$ cat src/rtl/lzs_pkg.sv
`timescale 1ns / 1ps
// ----------------------------------------------------------------------------
// lzs_pkg
// Shared types and constants of the LZS stream decompressor: token decode
// phases, decode events, controller states and the command/status bundles.
// ----------------------------------------------------------------------------
package lzs_pkg;

  localparam int BYTE_W  = 8;
  localparam int FIELD_W = 11;
  localparam int CNT_W   = 4;
  localparam int RUN_W   = 5;
  localparam int OFF_W   = 11;

  // bits per input word
  localparam logic [CNT_W-1:0] BYTE_BITS  = 4'd8;

  // field sizes of the token grammar
  localparam logic [CNT_W-1:0] LIT_BITS   = 4'd8;
  localparam logic [CNT_W-1:0] OFF7_BITS  = 4'd7;
  localparam logic [CNT_W-1:0] OFF11_BITS = 4'd11;
  localparam logic [CNT_W-1:0] LEN_BITS   = 4'd2;
  localparam logic [CNT_W-1:0] NIB_BITS   = 4'd4;

  // length code escapes and bases
  localparam logic [1:0]       LEN_ESC    = 2'b11;
  localparam logic [3:0]       NIB_ESC    = 4'hF;
  localparam logic [RUN_W-1:0] LEN1_BASE  = 5'd2;
  localparam logic [RUN_W-1:0] LEN2_BASE  = 5'd5;
  localparam logic [RUN_W-1:0] NIB_BASE   = 5'd8;
  localparam logic [RUN_W-1:0] NIB_RUN    = 5'd15;

  typedef enum logic [2:0] {
    PH_TOKEN,
    PH_KIND,
    PH_LIT,
    PH_OFF7,
    PH_OFF11,
    PH_LEN1,
    PH_LEN2,
    PH_NIBBLE
  } phase_t;

  typedef enum logic [1:0] {
    EV_NONE,
    EV_LIT,
    EV_END,
    EV_RUN
  } ev_t;

  typedef enum logic [2:0] {
    ST_IDLE,
    ST_BIT,
    ST_READ,
    ST_WRITE,
    ST_FLUSH
  } ctl_state_t;

  typedef struct packed {
    logic load;     // take a new input word
    logic step;     // decode one bit
    logic rd;       // issue history read for a copy
    logic wr_copy;  // write copied word to history and emit it
    logic flush;    // release the held result as the last of the word
  } cmd_t;

  typedef struct packed {
    ev_t  ev;         // what the current bit would complete
    logic last_bit;   // current bit is the final one of the word
    logic bits_zero;  // no bits left in the word
    logic copy_last;  // one copy word left
    logic push_ok;    // a new result can be taken
    logic pend_valid; // a result is held back
  } sts_t;

endpackage

$ cat src/rtl/lzs_ctrl.sv
`timescale 1ns / 1ps
// ----------------------------------------------------------------------------
// lzs_ctrl
// Sequencer of the LZS decompressor: takes a word, walks its bits, runs the
// read/write loop of each match copy and releases the last result.
// ----------------------------------------------------------------------------
module lzs_ctrl (
  input  logic          clk,
  input  logic          rst_n,
  input  logic          in_valid,
  output logic          in_ready,
  input  lzs_pkg::sts_t sts,
  output lzs_pkg::cmd_t cmd
);

  lzs_pkg::ctl_state_t state_r, state_nxt;
  logic                emit_stall;

  assign emit_stall = (sts.ev inside {lzs_pkg::EV_LIT, lzs_pkg::EV_END}) && !sts.push_ok;

  always_ff @(posedge clk) begin
    if (!rst_n) begin
      state_r <= lzs_pkg::ST_IDLE;
    end else begin
      state_r <= state_nxt;
    end
  end

  // next state
  always_comb begin
    state_nxt = state_r;
    unique case (state_r)
      lzs_pkg::ST_IDLE: begin
        if (in_valid) begin
          state_nxt = lzs_pkg::ST_BIT;
        end
      end
      lzs_pkg::ST_BIT: begin
        if (!emit_stall) begin
          if (sts.ev == lzs_pkg::EV_END) begin
            state_nxt = lzs_pkg::ST_FLUSH;
          end else if (sts.ev == lzs_pkg::EV_RUN) begin
            state_nxt = lzs_pkg::ST_READ;
          end else if (sts.last_bit) begin
            state_nxt = lzs_pkg::ST_FLUSH;
          end
        end
      end
      lzs_pkg::ST_READ: begin
        state_nxt = lzs_pkg::ST_WRITE;
      end
      lzs_pkg::ST_WRITE: begin
        if (sts.push_ok) begin
          if (!sts.copy_last) begin
            state_nxt = lzs_pkg::ST_READ;
          end else if (sts.bits_zero) begin
            state_nxt = lzs_pkg::ST_FLUSH;
          end else begin
            state_nxt = lzs_pkg::ST_BIT;
          end
        end
      end
      lzs_pkg::ST_FLUSH: begin
        if (sts.push_ok) begin
          state_nxt = lzs_pkg::ST_IDLE;
        end
      end
      default: begin
        state_nxt = lzs_pkg::ST_IDLE;
      end
    endcase
  end

  // outputs
  always_comb begin
    cmd      = '0;
    in_ready = 1'b0;
    unique case (state_r)
      lzs_pkg::ST_IDLE: begin
        in_ready = 1'b1;
        cmd.load = in_valid;
      end
      lzs_pkg::ST_BIT: begin
        cmd.step = !emit_stall;
      end
      lzs_pkg::ST_READ: begin
        cmd.rd = 1'b1;
      end
      lzs_pkg::ST_WRITE: begin
        cmd.wr_copy = sts.push_ok;
      end
      lzs_pkg::ST_FLUSH: begin
        cmd.flush = sts.push_ok;
      end
      default: begin
        cmd = '0;
      end
    endcase
  end

  a_load_clean: assert property (@(posedge clk) disable iff (!rst_n)
    cmd.load |-> !sts.pend_valid)
    else $error("new word taken while a result of the previous one is held");

endmodule

$ cat config.mk
export PLATFORM = sky130hd
export DESIGN_NAME = lzs_ctrl
export DESIGN_NICKNAME = d
export VERILOG_FILES = /design/src/rtl/lzs_pkg.sv /design/src/rtl/lzs_ctrl.sv
export SDC_FILE = /design/constraint.sdc
export NUM_CORES = 1
export LEC_CHECK = 0
export BUFFER_PORTS_ARGS = -buffer_cell sky130_fd_sc_hd__buf_2
export CORE_AREA = 2 2 39 41
export DETAILED_ROUTE_END_ITERATION = 10
export DIE_AREA = 0 0 41 43
export GPL_TIMING_DRIVEN = 1
export HOLD_SLACK_MARGIN = 0.06
export PLACE_DENSITY = 0.56
export SYNTH_ARGS = -nofsm -noshare
export SYNTH_HDL_FRONTEND = slang
export SYNTH_SLANG_ARGS = --single-unit
$ cat constraint.sdc
create_clock -name clk -period 1.92 [get_ports clk]
set_clock_uncertainty 0.2 [all_clocks]
set_input_delay 0.288 -clock clk [delete_from_list [all_inputs] [get_ports clk]]
set_output_delay 0.288 -clock clk [all_outputs]
set_load 0.01 [all_outputs]
==> impl_metrics.py <==
metrics = {
    "floorplan": {
        "die_x_um": 41,
        "dieHeight_um": 43,
        "io_pins": 16,
        "start_util_pct": 22.6,
        "coreArea_um2": 1380,
        "fp-row-count": 14,
        "die_area_um2": 1760,
    },
    "critical_path": {
        "reg2reg_slack_ns": 0.43,
        "worst-path-buf-inv": 2,
        "path_max_fanout": 10,
        "crit_start": "state_r[1]",
        "crit_chain": "inv_2 > nor2_1 > and3_1 > buf_2",
        "cp.arrival_ns": 1.27,
        "regToRegEndpoint": "state_r[1]",
        "path_depth": 4,
        "critical_path.top_delay_family": "flip-flops",
        "slowest_stage": "dfxtp_1",
        "worstSetupPathType": "flip-flop to output port",
        "worstSetupStartpointType": "flip-flop",
        "worstPathRequired_ns": 1.43,
        "crit_end": "cmd[1]",
        "reg2reg_depth": 4,
        "max_stage_delay_ns": 0.51,
        "regToRegStartpoint": "state_r[0]",
        "critical_path.endpoint_type": "output port",
    },
    "grt": {
        "track_usage_pct": 8.02,
        "grt_overflow_total": 0,
        "antenna_found_initial": 0,
        "grt_pass1_vias": 239,
        "grt_max_degree": 13,
        "grt_pass1_wl_um": 986,
    },
    "logic_synthesis": {
        "yosysTopAreaCell": "dfxtp_1",
        "synth_area_per_cell_um2": 8.23,
        "async_flop_share_pct": 0,
        "netlist_area_um2": 313,
        "ys_warn_count": 0,
        "netlist-cell-type-count": 26,
        "synth_edf_count": 0,
        "synth_area_leaders": "dfxtp_1 (19%), ha_1 (12%), o311ai_2 (5.2%), nor2b_4 (4.4%), and3_1 (4.0%)",
        "ys_seq_elements": 3,
        "synth_cells": 38,
        "syn_nets": 51,
        "ys_seq_area_share_pct": 19.2,
        "synth_ff_type": "dfxtp_1",
        "synth_common_cells": "dfxtp_1 (3), ha_1 (3), inv_1 (3)",
        "yosysTopAreaCellShare_pct": 19.2,
    },
    "clock_tree": {
        "cts_buffers": 3,
        "h-tree-depth": 1,
        "postCtsSetupBuffers": 0,
        "postCtsResizedCells": 0,
        "clockBufferDepth": 2,
        "hold_buffers": 0,
        "clockRootBuffer": "clkbuf_4",
        "clkSinkCount": 3,
        "insertion_delay_ns": 0.23,
        "clk_pin_slew_ns": 0.03,
        "tritoncts": "yes",
    },
    "final_layout": {
        "final_area_um2": 413,
        "seqCellArea_um2": 60.1,
        "antenna_cells": 0,
        "num-fill-cells": 153,
        "final_nets": 68,
        "syn_to_final_growth_pct": 32.0,
        "largest-register": "state_r",
        "largest_register_ffs": 3,
        "largest_registers": "state_r: 3 flops",
        "multi_input_area_um2": 221,
        "drive_gt1_share_pct": 38.9,
    },
    "power": {
        "power.leakage_nw": 0.200,
        "p_per_area_nw_per_um2": 606,
        "peakVddDrop_mv": 0.315,
    },
    "place": {
        "place.gp.congestion": 0.731,
        "io_buffers": 14,
        "hpwl_um": 563,
        "place_area_um2": 387,
    },
    "route": {
        "vias": 320,
        "drtAntennaViolNets": 0,
        "drt-total-wl_um": 655,
        "drt_iter0_drc": 4,
        "wl_per_cell_um": 9.36,
        "drt-vias-per-instance": 4.57,
        "drc": 0,
        "drtPass1Iterations": 2,
    },
    "sta": {
        "hold_viol": 0,
        "worstMarginPinSlew_ns": 0.353,
        "slew_headroom_pct": 76.4,
        "fin_crit_ns": 1.76,
        "slew_violations": 0,
        "period_share_pct": 91.7,
        "finalSetupViolations": 0,
        "rsz0062_at_grt": "false",
        "tns_ns": 0,
        "clock.fmax_mhz": 568,
    },
    "hold_path": {
        "hp-class": "input port to flip-flop",
    },
    "flow_run": {
        "maxCapViolations": 0,
    },
    "status": {
        "status": "finished clean",
    },
}
[layer usage]
layer | track usage, % | vias to the layer above | share of wire [%]
li1 | - | 172 | -
met1 | 10.9 | 140 | 46
met2 | 11.6 | 8 | 50
met3 | 1.57 | 0 | 4.1
met4 | 4.00 | 0 | 0
met5 | 0 | - | 0
[through the flow]
step	power [mW]	worst slack, ns	hold slack [ns]	std cells	utilization, %
6_report	0.250	0.159	0.156	70	29.8
5_1_grt	0.271	0.0749	0.153	70	29.8
4_1_cts	0.257	0.152	0.153	70	29.8
3_5_place_dp	0.144	0.279	0.391	66	27.9
3_3_place_gp	0.143	0.281	0.391	66	27.9
2_1_floorplan	0.121	0.430	0.240	38	-
[placed cells by master (no fill, tap or decap)]
master	netlist	final
o311ai_2	1	1
nor3_2	1	1
clkbuf_4	0	3
nand2b_1	2	2
buf_2	1	14
and4b_1	1	1
clkbuf_1	0	1
a31o_1	1	1
dfxtp_1	3	3
o21ai_0	1	1
a21oi_1	2	2
o211ai_1	1	1
nor2b_4	1	1
and2_1	1	1
nand3_1	1	1
nor2_1	2	2
a32o_1	1	1
nor3b_1	1	1
nor3_1	2	2
a32oi_1	1	1
o21ai_1	2	2
a31oi_1	1	1
inv_2	1	1
inv_1	3	3
and3_1	2	2
nor2b_1	1	1
ha_1	3	3
[report_power, final]
group          internal, mW  switching [mW]
sequential           0.0669          0.0101
combinational        0.0332          0.0319
clock                0.0777          0.0302
[worst min-delay path by stage]
stage	from	cells after the start	to	slack, ns
6_report	rst_n	2	state_r[1]	0.16
5_1_grt	rst_n	2	state_r[1]	0.15
3_5_place_dp	rst_n	2	state_r[1]	0.39
3_3_place_gp	rst_n	2	state_r[1]	0.39
2_1_floorplan	rst_n	2	state_r[0]	0.24
4_1_cts	rst_n	3	state_r[0]	0.15
[cell type report]
class | instances | share of cell area [%]
multi-input combinational | 29 | 53.6
timing repair buffer | 14 | 17.0
sequential | 3 | 14.5
clock buffer | 4 | 6.36
tap | 16 | 4.85
inverter | 4 | 3.64
[cells by family after synthesis]
logic type | after synthesis | share of synthesized area, %
compound gates | 11 | 26.4
flops | 3 | 19.2
fa+ha+maj | 3 | 12.0
simple gates | 15 | 32.4
buf+inv | 6 | 10.0
(Power assumes the default switching activity.)
